`config.mk`:
```
export PLATFORM = sky130hd
export DESIGN_NAME = tcsbc_ctrl
export DESIGN_NICKNAME = d
export VERILOG_FILES = /design/src/hw/rtl/tcsbc_pkg.sv /design/src/hw/rtl/tcsbc_ctrl.sv
export SDC_FILE = /design/constraint.sdc
export NUM_CORES = 1
export LEC_CHECK = 0
export ABC_CLOCK_PERIOD_IN_PS = 10650
export BUFFER_PORTS_ARGS = -buffer_cell sky130_fd_sc_hd__buf_2
export CORE_UTILIZATION = 30
export DETAILED_ROUTE_END_ITERATION = 8
export GPL_TIMING_DRIVEN = 1
export PLACE_DENSITY_LB_ADDON = 0.3
export SLEW_MARGIN = 0
export SYNTH_ARGS = -nofsm -noshare
export SYNTH_HDL_FRONTEND = slang
export SYNTH_SLANG_ARGS = --single-unit
```
`constraint.sdc`:
```
create_clock -name aclk -period 10.65 [get_ports aclk]
set_input_delay 1.5975 -clock aclk [delete_from_list [all_inputs] [get_ports aclk]]
set_output_delay 1.5975 -clock aclk [all_outputs]
set_load 0.05 [all_outputs]
```
`src/hw/rtl/tcsbc_pkg.sv`:
```
package tcsbc_pkg;

    localparam int CELL_W = 40;

    typedef enum logic [2:0] {
        OP_WRITE = 3'd0,
        OP_READ  = 3'd1,
        OP_MOVE  = 3'd2,
        OP_TICK  = 3'd3,
        OP_CLEAR = 3'd4
    } op_t;

    typedef enum logic [2:0] {
        REG_MODE    = 3'd0,
        REG_COLUMNS = 3'd1,
        REG_ROWS    = 3'd2,
        REG_PERIOD  = 3'd3,
        REG_BLINKD  = 3'd4
    } reg_idx_t;

    localparam logic [1:0] MODE_4BIT   = 2'd0;
    localparam logic [1:0] MODE_8BIT   = 2'd1;
    localparam logic [1:0] MODE_16BIT  = 2'd2;
    localparam logic [1:0] MODE_UNUSED = 2'd3;

    localparam logic [7:0]  SPACE_CHAR = 8'h20;
    localparam logic [39:0] CELL_RESET = 40'h00_0007_20;

    // Datapath commands issued by the controller.
    typedef enum logic [2:0] {
        CMD_NONE,
        CMD_RD_CELL,
        CMD_WR_INPUT,
        CMD_WR_SWAP,
        CMD_WR_FILL
    } dp_cmd_t;

    // Address select for a datapath command.
    typedef enum logic [1:0] {
        ASEL_TARGET,
        ASEL_CURSOR,
        ASEL_SWEEP
    } asel_t;

    typedef struct packed {
        dp_cmd_t cmd;
        asel_t   asel;
    } dp_ctrl_t;

    function automatic logic [39:0] pack_cell(input logic [1:0] mode, input logic [7:0] ch,
                                              input logic [15:0] bg, input logic [15:0] fg);
        logic [15:0] a;
        logic [15:0] b;
        a = 16'd0;
        b = 16'd0;
        case (mode)
            MODE_4BIT: begin
                a = {8'd0, bg[3:0], 4'd0} | {8'd0, fg[7:0]};
            end
            MODE_8BIT: begin
                a = {8'd0, fg[7:0]};
                b = {8'd0, bg[7:0]};
            end
            default: begin
                a = fg;
                b = bg;
            end
        endcase
        return {b, a, ch};
    endfunction

    // Unpacked fields: {ch, bg, fg}.
    function automatic logic [39:0] unpack_cell(input logic [1:0] mode, input logic [39:0] w);
        logic [15:0] a;
        logic [15:0] b;
        logic [39:0] res;
        a = w[23:8];
        b = w[39:24];
        case (mode)
            MODE_4BIT:  res = {w[7:0], 12'd0, a[7:4], 12'd0, a[3:0]};
            MODE_8BIT:  res = {w[7:0], 8'd0, b[7:0], 8'd0, a[7:0]};
            MODE_16BIT: res = {w[7:0], b, a};
            default:    res = 40'd0;
        endcase
        return res;
    endfunction

endpackage

```
`src/hw/rtl/tcsbc_ctrl.sv`:
```
module tcsbc_ctrl #(
    parameter int MAX_COLUMNS = 80,
    parameter int MAX_ROWS    = 60,
    parameter int CELL_DEPTH  = 8192
) (
    input  logic                            aclk,
    input  logic                            aresetn,
    input  logic                            init_done,
    input  logic                            in_fire,
    input  logic [2:0]                      op,
    input  logic [5:0]                      row,
    input  logic [6:0]                      col,
    input  logic [15:0]                     back_in,
    input  logic [15:0]                     fore_in,
    input  logic [1:0]                      color_mode,
    input  logic [6:0]                      columns,
    input  logic [5:0]                      rows,
    input  logic [15:0]                     blink_period,
    input  logic                            blink_disable,
    input  logic                            sweep_last,
    input  logic [39:0]                     rd_fields,
    input  logic                            out_ready,
    output logic                            in_ready,
    output logic                            out_valid,
    output logic [41:0]                     out_data,
    output tcsbc_pkg::dp_ctrl_t             ctrl,
    output logic [5:0]                      cursor_row,
    output logic [6:0]                      cursor_col,
    output logic [15:0]                     fill_back,
    output logic [15:0]                     fill_fore,
    output logic                            sweep_start,
    output logic [$clog2(CELL_DEPTH+1)-1:0] sweep_total
);
    import tcsbc_pkg::*;

    localparam int CW = $clog2(CELL_DEPTH + 1);

    typedef enum logic [3:0] {
        S_IDLE, S_DISPATCH, S_READ_WAIT, S_READ_DONE, S_OLD_RD, S_OLD_WAIT, S_OLD_WR,
        S_NEW_RD, S_NEW_WAIT, S_NEW_WR, S_SWEEP, S_OUT
    } state_t;

    state_t      state_reg;
    logic [2:0]  op_reg;
    logic [5:0]  cur_row_reg;
    logic [6:0]  cur_col_reg;
    logic        cur_on_reg;
    logic [15:0] timer_reg;
    logic [15:0] fb_reg, ff_reg;
    logic [39:0] res_reg;
    logic        rej_reg;
    logic        out_valid_reg;
    logic [41:0] out_data_reg;
    logic        tgt_ok, cur_ok, same;
    logic [12:0] tgt_lin, cur_lin;
    logic [15:0] timer_inc;
    logic [15:0] lim;
    logic        lim_any;
    logic [5:0]  rows_eff;
    logic [12:0] area;

    assign tgt_lin = 13'(row) * 13'(columns) + 13'(col);
    assign cur_lin = 13'(cur_row_reg) * 13'(columns) + 13'(cur_col_reg);
    assign tgt_ok = (row < rows) && (col < columns) && (32'(row) < MAX_ROWS)
                    && (32'(col) < MAX_COLUMNS) && (32'(tgt_lin) < CELL_DEPTH);
    assign cur_ok = (cur_row_reg < rows) && (cur_col_reg < columns)
                    && (32'(cur_row_reg) < MAX_ROWS) && (32'(cur_col_reg) < MAX_COLUMNS)
                    && (32'(cur_lin) < CELL_DEPTH);
    assign same = (row == cur_row_reg) && (col == cur_col_reg);
    assign timer_inc = timer_reg + 16'd1;

    always_comb begin
        lim_any = 1'b1;
        case (color_mode)
            MODE_4BIT:  lim = 16'd15;
            MODE_8BIT:  lim = 16'd255;
            MODE_16BIT: lim = 16'hFFFF;
            default: begin
                lim     = 16'd0;
                lim_any = 1'b0;
            end
        endcase
    end

    always_comb begin
        ctrl.cmd  = CMD_NONE;
        ctrl.asel = ASEL_TARGET;
        case (state_reg)
            S_DISPATCH: begin
                if (op_reg == OP_WRITE && tgt_ok) begin
                    ctrl.cmd = CMD_WR_INPUT;
                end else if (op_reg == OP_READ) begin
                    ctrl.cmd = CMD_RD_CELL;
                end
            end
            S_OLD_RD: begin
                ctrl.asel = ASEL_CURSOR;
                ctrl.cmd  = CMD_RD_CELL;
            end
            S_OLD_WAIT: ctrl.asel = ASEL_CURSOR;
            S_OLD_WR: begin
                ctrl.asel = ASEL_CURSOR;
                ctrl.cmd  = CMD_WR_SWAP;
            end
            S_NEW_RD: begin
                ctrl.asel = ASEL_CURSOR;
                ctrl.cmd  = CMD_RD_CELL;
            end
            S_NEW_WAIT: ctrl.asel = ASEL_CURSOR;
            S_NEW_WR: begin
                ctrl.asel = ASEL_CURSOR;
                ctrl.cmd  = CMD_WR_SWAP;
            end
            S_SWEEP: begin
                ctrl.asel = ASEL_SWEEP;
                ctrl.cmd  = CMD_WR_FILL;
            end
            default: ctrl.cmd = CMD_NONE;
        endcase
    end

    // The clear walks the rows that exist in the store, each row linearly; the
    // datapath skips columns beyond the widest supported row.
    assign sweep_start = (state_reg == S_DISPATCH);
    assign rows_eff    = (32'(rows) > MAX_ROWS) ? 6'(MAX_ROWS) : rows;
    assign area        = 13'(rows_eff) * 13'(columns);
    assign sweep_total = (32'(area) > CELL_DEPTH) ? CW'(CELL_DEPTH) : CW'(area);

    always_ff @(posedge aclk) begin
        if (!aresetn) begin
            state_reg     <= S_IDLE;
            cur_row_reg   <= 6'd15;
            cur_col_reg   <= 7'd40;
            cur_on_reg    <= 1'b0;
            timer_reg     <= 16'd0;
            fb_reg        <= 16'd0;
            ff_reg        <= 16'd7;
            out_valid_reg <= 1'b0;
            op_reg        <= OP_WRITE;
        end else begin
            // The output register takes a finished result once its slot is free.
            if (state_reg == S_OUT && (!out_valid_reg || out_ready)) begin
                out_valid_reg <= 1'b1;
                out_data_reg  <= {rej_reg, cur_on_reg, res_reg[15:0], res_reg[31:16],
                                  res_reg[39:32]};
            end else if (out_ready) begin
                out_valid_reg <= 1'b0;
            end
            case (state_reg)
                S_IDLE: begin
                    if (in_fire) begin
                        op_reg  <= op;
                        res_reg <= '0;
                        rej_reg <= 1'b0;
                        state_reg <= S_DISPATCH;
                    end
                end
                S_DISPATCH: begin
                    case (op_reg)
                        OP_WRITE: begin
                            rej_reg   <= !tgt_ok;
                            state_reg <= S_OUT;
                        end
                        OP_READ: begin
                            rej_reg   <= !tgt_ok;
                            state_reg <= tgt_ok ? S_READ_WAIT : S_OUT;
                        end
                        OP_MOVE: begin
                            if (!tgt_ok) begin
                                rej_reg   <= 1'b1;
                                state_reg <= S_OUT;
                            end else if (!same) begin
                                cur_on_reg <= 1'b1;
                                // The old cell is restored first, so the old position
                                // is kept until its write is done.
                                if (cur_on_reg && cur_ok) begin
                                    state_reg <= S_OLD_RD;
                                end else begin
                                    cur_row_reg <= row;
                                    cur_col_reg <= col;
                                    state_reg   <= S_NEW_RD;
                                end
                            end else if (!cur_ok) begin
                                rej_reg   <= 1'b1;
                                state_reg <= S_OUT;
                            end else if (cur_on_reg || !blink_disable) begin
                                cur_on_reg <= !cur_on_reg;
                                state_reg  <= S_NEW_RD;
                            end else begin
                                state_reg <= S_OUT;
                            end
                        end
                        OP_TICK: begin
                            if (timer_inc > blink_period) begin
                                timer_reg <= 16'd0;
                                if (!cur_ok) begin
                                    rej_reg   <= 1'b1;
                                    state_reg <= S_OUT;
                                end else if (cur_on_reg || !blink_disable) begin
                                    cur_on_reg <= !cur_on_reg;
                                    state_reg  <= S_NEW_RD;
                                end else begin
                                    state_reg <= S_OUT;
                                end
                            end else begin
                                timer_reg <= timer_inc;
                                state_reg <= S_OUT;
                            end
                        end
                        OP_CLEAR: begin
                            if (back_in != fore_in && lim_any) begin
                                if (back_in <= lim) fb_reg <= back_in;
                                if (fore_in <= lim) ff_reg <= fore_in;
                            end
                            state_reg <= (rows != 6'd0 && columns != 7'd0) ? S_SWEEP : S_OUT;
                        end
                        default: state_reg <= S_OUT;
                    endcase
                end
                S_READ_WAIT: state_reg <= S_READ_DONE;
                S_READ_DONE: begin
                    res_reg   <= rd_fields;
                    state_reg <= S_OUT;
                end
                S_OLD_RD:   state_reg <= S_OLD_WAIT;
                S_OLD_WAIT: state_reg <= S_OLD_WR;
                S_OLD_WR: begin
                    cur_row_reg <= row;
                    cur_col_reg <= col;
                    state_reg   <= S_NEW_RD;
                end
                S_NEW_RD:   state_reg <= S_NEW_WAIT;
                S_NEW_WAIT: state_reg <= S_NEW_WR;
                S_NEW_WR:   state_reg <= S_OUT;
                S_SWEEP: begin
                    if (sweep_last) state_reg <= S_OUT;
                end
                S_OUT: begin
                    if (!out_valid_reg || out_ready) begin
                        state_reg <= S_IDLE;
                    end
                end
                default: state_reg <= S_IDLE;
            endcase
        end
    end

    assign in_ready   = (state_reg == S_IDLE) && init_done;
    assign out_valid  = out_valid_reg;
    assign out_data   = out_data_reg;
    assign cursor_row = cur_row_reg;
    assign cursor_col = cur_col_reg;
    assign fill_back  = fb_reg;
    assign fill_fore  = ff_reg;
endmodule

```
==> summary.txt, run 1 <==
Power
  – Pleak: between 5 and 6 nW
  – Reg power frac: between 30 and 40%
  – Clock share of power: about a third
  – PwrDens: ~150 nW/µm²
  – Int Power: around 1.1 mW
  – Sw Pwr: slightly below 0.7 mW
  – Peak supply drop: about 110 µV
  – Net Sw Frac: a little under two fifths
  – Comb pwr share: between 20 and 30%

Yosys
  – Mapped Cells: 1058
  – Synth Register Bits: about 150
  – Synthesized area per cell: approximately 9.4 µm²
  – Sequential cell area fraction in the yosys report: between 30% and 40%
  – Ys Warns: 0
  – Synth Flop Type: edfxtp_1
  – EDFF count, synth: 83
  – Mapped cell area: 9930 µm²
  – Post-synth ARST share: 0%
  – Count of different cell masters after synthesis: 69
  – Synth Net Count: 1299

STA
  – RSZ-0062 raised after global routing: no
  – Final period util: roughly 73%
  – Final Hold Vio Count: 0
  – Setup Skew: between 0.01 and 0.015 ns
  – Setup TNS: 0 ns
  – Slew Limit Headroom: a little over a fifth
  – Final count of negative-setup-slack endpoints: 0
  – F_max: about 0.13 GHz
  – Worst slew pin tran: about 1.2 ns
  – Max Transition Viols Final: 0
  – Minimum clock period: 7.78 ns

Clock tree
  – Clock Path Buffers: 2
  – CTS tree: done
  – Clock sink count: 153
  – Root Buffer: clkbuf_16
  – Hold_buf cts: 0
  – H-tree depth: 4
  – PostCTS Resize Cnt: 0
  – Reg clk slew, reported paths: ~0.07 ns
  – Postcts setup bufs: 0
  – TritonCTS Buffers: 17
  – Worst-skew pair later-pin latency: 0.43 ns

Floorplanning
  – I/O pin cnt: around 240
  – Core area: roughly 33000 µm²
  – Die H: 184 µm
  – Die width: between 150 and 200 µm
  – Site row count: 66
  – Initial Util: roughly 30%
  – Die ar.: 33800 µm²

Placed design
  – Final RePlAce weighted congestion: between 0.8 and 0.9
  – IO Port Bufs: approximately 230
  – Post-detail-place hpwl: 20.0 mm
  – Placed Area: between 10000 and 15000 µm²
  – Placed instance count: approximately 1700

Detailed routing
  – Mean routed wirelength per cell: 15.3 µm
  – Vias post-DR: around 8300
  – Detailed router's first-iteration violation count: about 420
  – Antenna Nets Post-Route: 0
  – DR pass1 iterations: 4
  – Vias per cell: 4.78
  – Routed Wire Length: 26.3 mm
  – Drc violations: 0

GRT
  – First-pass GRT wire length: approximately 42 mm
  – Total GRT Usage: approximately 16%
  – Vias in the first global route: a little under 8000
  – Met1 usage: 20.3%
  – GR Overflow Total: 0
  – Antenna violations before repair: 5
  – Largest net degree at the start of global routing: 77
  – Gr busiest metal: met2
  – M3 GR Usage: under 10%
  – GRT met2 Usage: approximately 26%

Cells and area
  – Max reg flops: 42
  – Final Core Density: 37.2%
  – Post-Layout Cell Count: approximately 1700
  – Fraction of layout cells with a size suffix above 1: a little under a quarter
  – Final instance area: about 12000 µm²
  – Syn-to-layout area delta: 21.9%
  – NumNets Final: about 1500

Setup path
  – Worst Reg-to-Reg Cells: 13
  – WP data arrival: between 6 and 7 ns
  – CP startpoint kind: input port
  – Crit Path Category: in2out
  – CP Max Fanout: 14
  – Endpoint class of the critical path: output pin
  – Critical Path RT: a little over 9 ns
  – Flop2flop setup slack: 6.22 ns

Hold path
  – Hold path depth: 0
  – Min-Delay Path Class: reg2reg

Run status
  – Status: finished, final reports clean

Run
  – Max Cap Viol: 0
==> placed cells by master, fill, tap and decap left out, types with 21 or more instances in the layout <==
cell | netlist | layout
and2_1 | 45 | 45
a21oi_1 | 39 | 39
nand2_1 | 118 | 118
dfxtp_1 | 70 | 70
mux2i_1 | 29 | 29
buf_2 | 4 | 232
o21ai_0 | 41 | 41
fa_1 | 21 | 21
ha_1 | 94 | 94
nand3_1 | 56 | 56
inv_1 | 76 | 76
xnor2_1 | 21 | 21
xor2_1 | 32 | 32
edfxtp_1 | 83 | 83
nor2_1 | 87 | 87
==> path summary, 6_finish.rpt <==
check	start	end
worst min register to register	res_reg[26]	out_data[18]
worst min-delay path	res_reg[26]	out_data[18]
worst max register to register	timer_reg[0]	timer_reg[5]
worst max-delay path	rows[4]	sweep_total[12]
==> worst max-delay path, cell delays in order <==
cell and delay (ns):
buf_2 0.14, nand4_1 0.38, and3_1 0.37, fa_1 0.50, inv_1 0.05, fa_1 0.46, fa_1 0.54, inv_1 0.04
ha_1 0.32, a21oi_1 0.24, o21bai_1 0.14, a2111oi_0 0.65, o31ai_1 0.15, a21oi_1 0.19, xnor2_1 0.13, buf_2 0.28
==> stage by stage <==
stage / setup slack (ns) / power, mW / hold slack, ns
after floorplan: 1.60 / 1.09 / 0.400
after global placement: 2.95 / 1.23 / 0.401
after detailed placement: 2.92 / 1.23 / 0.405
after CTS: 2.92 / 1.85 / 0.412
after global routing: 2.54 / 1.93 / 0.413
final: 2.87 / 1.82 / 0.411
==> layer usage <==
metal  share of wire [%]  up-vias
met3                 7.4       19
met2                  46      211
li1                    -     4151
met1                  45     3876
met5               0.049        -
met4                0.97        2
==> cell usage after synthesis (all sizes together) (5+ instances only) <==
cell    number  area share (%)
a211o       17             1.5
a211oi       7            0.53
a21o         7            0.53
a21oi       40             2.1
a31oi        5            0.31
and2        47             3.0
and3        22             1.4
buf         10            0.71
clkbuf      39             1.5
dfxtp       70              14
edfxtp      83              25
fa          21             4.2
ha          94              12
inv         76             2.9
mux2i       29             2.9
nand2      118             4.5
nand2b      11            0.69
nand3       58             3.1
nand4       18             1.1
nor2        87             3.3
nor2b        7            0.44
nor3        21             1.1
nor3b        5            0.43
nor4        12            0.76
o211ai       5            0.38
o21a         6            0.45
o21ai       43             2.2
xnor2       21             1.9
xor2        32             2.8
==> power groups by stage <==
| stage | combinational, mW | sequential [mW] | clock, mW |
|---|---|---|---|
| 2_1_floorplan | 0.378 | 0.715 | 0 |
| 3_3_place_gp | 0.528 | 0.699 | 0 |
| 3_5_place_dp | 0.532 | 0.700 | 0 |
| 4_1_cts | 0.534 | 0.687 | 0.629 |
| 5_1_grt | 0.583 | 0.691 | 0.653 |
| 6_report | 0.527 | 0.687 | 0.605 |
==> final cells by class <==
cell class	instances	area [µm²]
repair buffers	240	1220
fillers	3368	20400
well taps	442	553
diodes	4	10.0
flip-flops and latches	153	3890
clock inverters	15	156
multi-input cells	779	5560
inverters	77	289
clock buffers	17	425
==> cells by family after synthesis <==
| group | count (synthesis) | synth area share [%] |
|---|---|---|
| flip-flops | 153 | 39.2 |
| XOR/XNOR | 53 | 4.67 |
| multiplexers | 29 | 2.92 |
| AO/OA/AOI/OAI | 164 | 11.4 |
| AND/OR/NAND/NOR | 417 | 20.6 |
| adder cells (fa/ha/maj) | 115 | 16.1 |
| buffers and inverters | 126 | 5.09 |
| other | 1 | 0.0377 |
Power figures use the tool's default switching activity.
==> run 2, diff against run 1 <==
ABC_CLOCK_PERIOD_IN_PS = 6510   (was 10650)
clock period = 6.51 ns   (was 10.65 ns; I/O delays follow)
==> run 2 against run 1 <==
Against the previous run:
- die area stayed put
- non-clock buffer count stayed put
- clock skew is 0.00091 ns lower
- first-iteration DRC count is 3.1% higher
- register-to-register slack worse by 4.2 ns
- sequential share of layout area is 0.17 points lower
- critical path type unchanged
- largest cell class unchanged
==> summary.txt, run 2 (same netlist as run 1, synthesis figures left out) <==
Setup path
  – CP delay by family, top: adder cells
  – Endpoint class of the critical path: output pin
  – Worst Path Buf+Inv: 5 (+1)
  – CP startpoint kind: input port
  – Critical Path RT: 5.53 ns (-3.52 ns)
  – Crit Path Category: in2out
  – WP data arrival: 5.22 ns (-0.97 ns)
  – CP Max Fanout: 10 (-4)
  – Critical Path Max Stage Delay: 0.56 ns (-0.09 ns)
  – Critical Path Slowest Stage Cell: fa_1
  – Worst path cell trace: buf_2 -> nand4_1 -> buf_4 -> and3_1 -> fa_1 -> ha_1 -> inv_1 -> fa_1 -> inv_1 -> ha_1 -> a21o_1 -> a21oi_1 -> o21bai_1 -> a2111oi_1 -> o31ai_1 -> a21oi_1 -> xnor2_1 -> buf_2

Floorplanning
  – I/O pin cnt: 235 (unchanged)
  – Die width: 184 µm (unchanged)
  – Initial Util: 30.5% (unchanged)
  – Core area: 32500 µm² (unchanged)
  – Die ar.: 33800 µm² (unchanged)
  – Site row count: 66 (unchanged)
  – Die H: 184 µm (unchanged)

Power
  – Pleak: 5.41 nW (+0.78%)
  – PwrDens: 255 nW/µm² (+69%)
  – Final Power: 3.10 mW (+70%)
  – Peak supply drop: 177 µV (+62%)

Run status
  – Status: finished, final reports clean

Clock tree
  – Hold_buf cts: 0 (unchanged)
  – Clock Path Buffers: 2 (unchanged)
  – Reg clk slew, reported paths: 0.06 ns (about the same)
  – TritonCTS Buffers: 17 (unchanged)
  – Worst-skew pair later-pin latency: 0.44 ns (about the same)
  – H-tree depth: 4 (unchanged)
  – Root Buffer: clkbuf_16
  – CTS tree: done
  – Clock sink count: 153 (unchanged)

Detailed routing
  – Vias post-DR: 8349 (+1.1%)
  – Mean routed wirelength per cell: 15.3 µm (+0.12%)
  – DR pass1 iterations: 4 (unchanged)
  – Drc violations: 0 (unchanged)
  – Vias per cell: 4.84 (+1.2%)
  – Met3 routed WL: 2.03 mm (+4.2%)
  – Detailed router's first-iteration violation count: 437 (+3.1%)
  – Routed Wire Length: 26.3 mm (about the same)
  – Metal2 WL: 12.0 mm (-1.1%)
  – Top Metal Used: met5
  – M1 WL: 11.8 mm (-1.2%)
  – Antenna Nets Post-Route: 0 (unchanged)

Cells and area
  – Commonest non-fill, non-tap cell in the layout: buf_2
  – Final Core Density: 37.4% (+0.19 points)
  – Max reg flops: 42 (unchanged)
  – NumNets Final: 1509 (unchanged)
  – Syn-to-layout area delta: 22.5%
  – Most frequent cells in the layout: 232 x buf_2, 118 x nand2_1, 94 x ha_1
  – Final instance area: 12200 µm² (+0.52%)
  – Fillers: 3412 (+1.3%)
  – Fraction of layout cells with a size suffix above 1: 22.9% (+0.078 points)

STA
  – Setup TNS: 0 ns (unchanged)
  – Slew Limit Headroom: 20.6% (-0.52 points)
  – RSZ-0062 raised after global routing: no
  – Minimum clock period: around 6.2 ns
  – Worst slew pin tran: 1.19 ns (+0.00787 ns)
  – F_max: between 0.15 and 0.2 GHz
  – Final count of negative-setup-slack endpoints: 0 (unchanged)
  – Max Transition Viols Final: 0 (unchanged)
  – Final period util: a little over nine tenths
  – Setup Skew: 0.0125 ns (-0.000908 ns)
  – Final Hold Vio Count: 0 (unchanged)

Placed design
  – Placed Area: 11500 µm² (unchanged)
  – Post-detail-place hpwl: 20.1 mm (+0.58%)
  – IO Port Bufs: 233 (unchanged)
  – Final RePlAce weighted congestion: 0.912 (+2.8%)

GRT
  – GR Overflow Total: 0 (unchanged)
  – Vias in the first global route: 7739 (-0.69%)
  – First-pass GRT wire length: 41.5 mm (-1.5%)
  – Antenna violations before repair: 5 (unchanged)
  – Total GRT Usage: 15.7% (-0.12 points)
  – Largest net degree at the start of global routing: 117 (+52%)

Run
  – Max Cap Viol: 0 (unchanged)

Hold path
  – Min-Delay Path Class: reg2reg
## run 2: changes by cell type in the layout (fill, tap and decap cells not counted)
cell / before / now
a2111oi_0: 3 / 2
a2111oi_1: 0 / 1
bufinv_16: 0 / 4
clkinv_1: 2 / 1
clkinv_2: 0 / 1
clkinv_8: 3 / 0
clkinvlp_4: 2 / 0
diode_2: 4 / 2
inv_6: 5 / 6
## run 2: final timing paths
check / slack, ns / start / cells after the start / to
worst max register to register: 2.03 / timer_reg[2] / 13 / timer_reg[5]
worst max-delay path: 0.32 / rows[4] / 18 / sweep_total[12]
worst min-delay path: 0.42 / res_reg[36] / 0 / out_data[4]
worst min register to register: 0.42 / res_reg[36] / 0 / out_data[4]
## run 2: final cells by class
type	count	area [µm²]	share of cell area [%]
inverter	77	289	2.37
timing repair buffer	240	1220	10.0
clock buffer	17	425	3.50
antenna	2	5.00	0.0411
tap	442	553	4.54
multi-input combinational	779	5560	45.7
clock inverter	15	223	1.83
sequential	153	3890	32.0
## run 2: stage by stage
step	worst slack [ns]	instances	hold slack, ns
2_1_floorplan	0.0565	1058	0.400
3_3_place_gp	0.358	1691	0.401
3_5_place_dp	0.244	1691	0.405
4_1_cts	0.256	1723	0.418
5_1_grt	0.0415	1723	0.422
6_report	0.317	1725	0.417
## run 2: what timing repair did
item	in CTS	in global routing
gates resized for setup	0	1
setup endpoints to repair	0	1
setup buffers	0	0
## run 2: where the power goes
group          leakage [nW]  switching, mW  internal (mW)
sequential             1.33         0.0385           1.09
clock                 0.321          0.444          0.659
combinational          3.76          0.600          0.271
## run 2: worst reg2reg max path, cell delays in order, from the launching register on
cell and delay [ns]:
dfxtp_1 0.41, nand3_1 0.21, nor3_1 0.56, and3_1 0.36
nand3_1 0.12, xnor2_1 0.27, ha_1 0.30, nand4_1 0.16
or3_1 0.15, a21oi_1 0.05, or4b_1 0.55, a21oi_1 0.90
and3_1 0.29, a31o_2 0.10
## run 2: metal layers
layer  vias up  track usage (%)
met5         -                0
met4         4             4.83
met3        36             4.93
met2       237             25.3
met1      3923             19.8
li1       4149                -
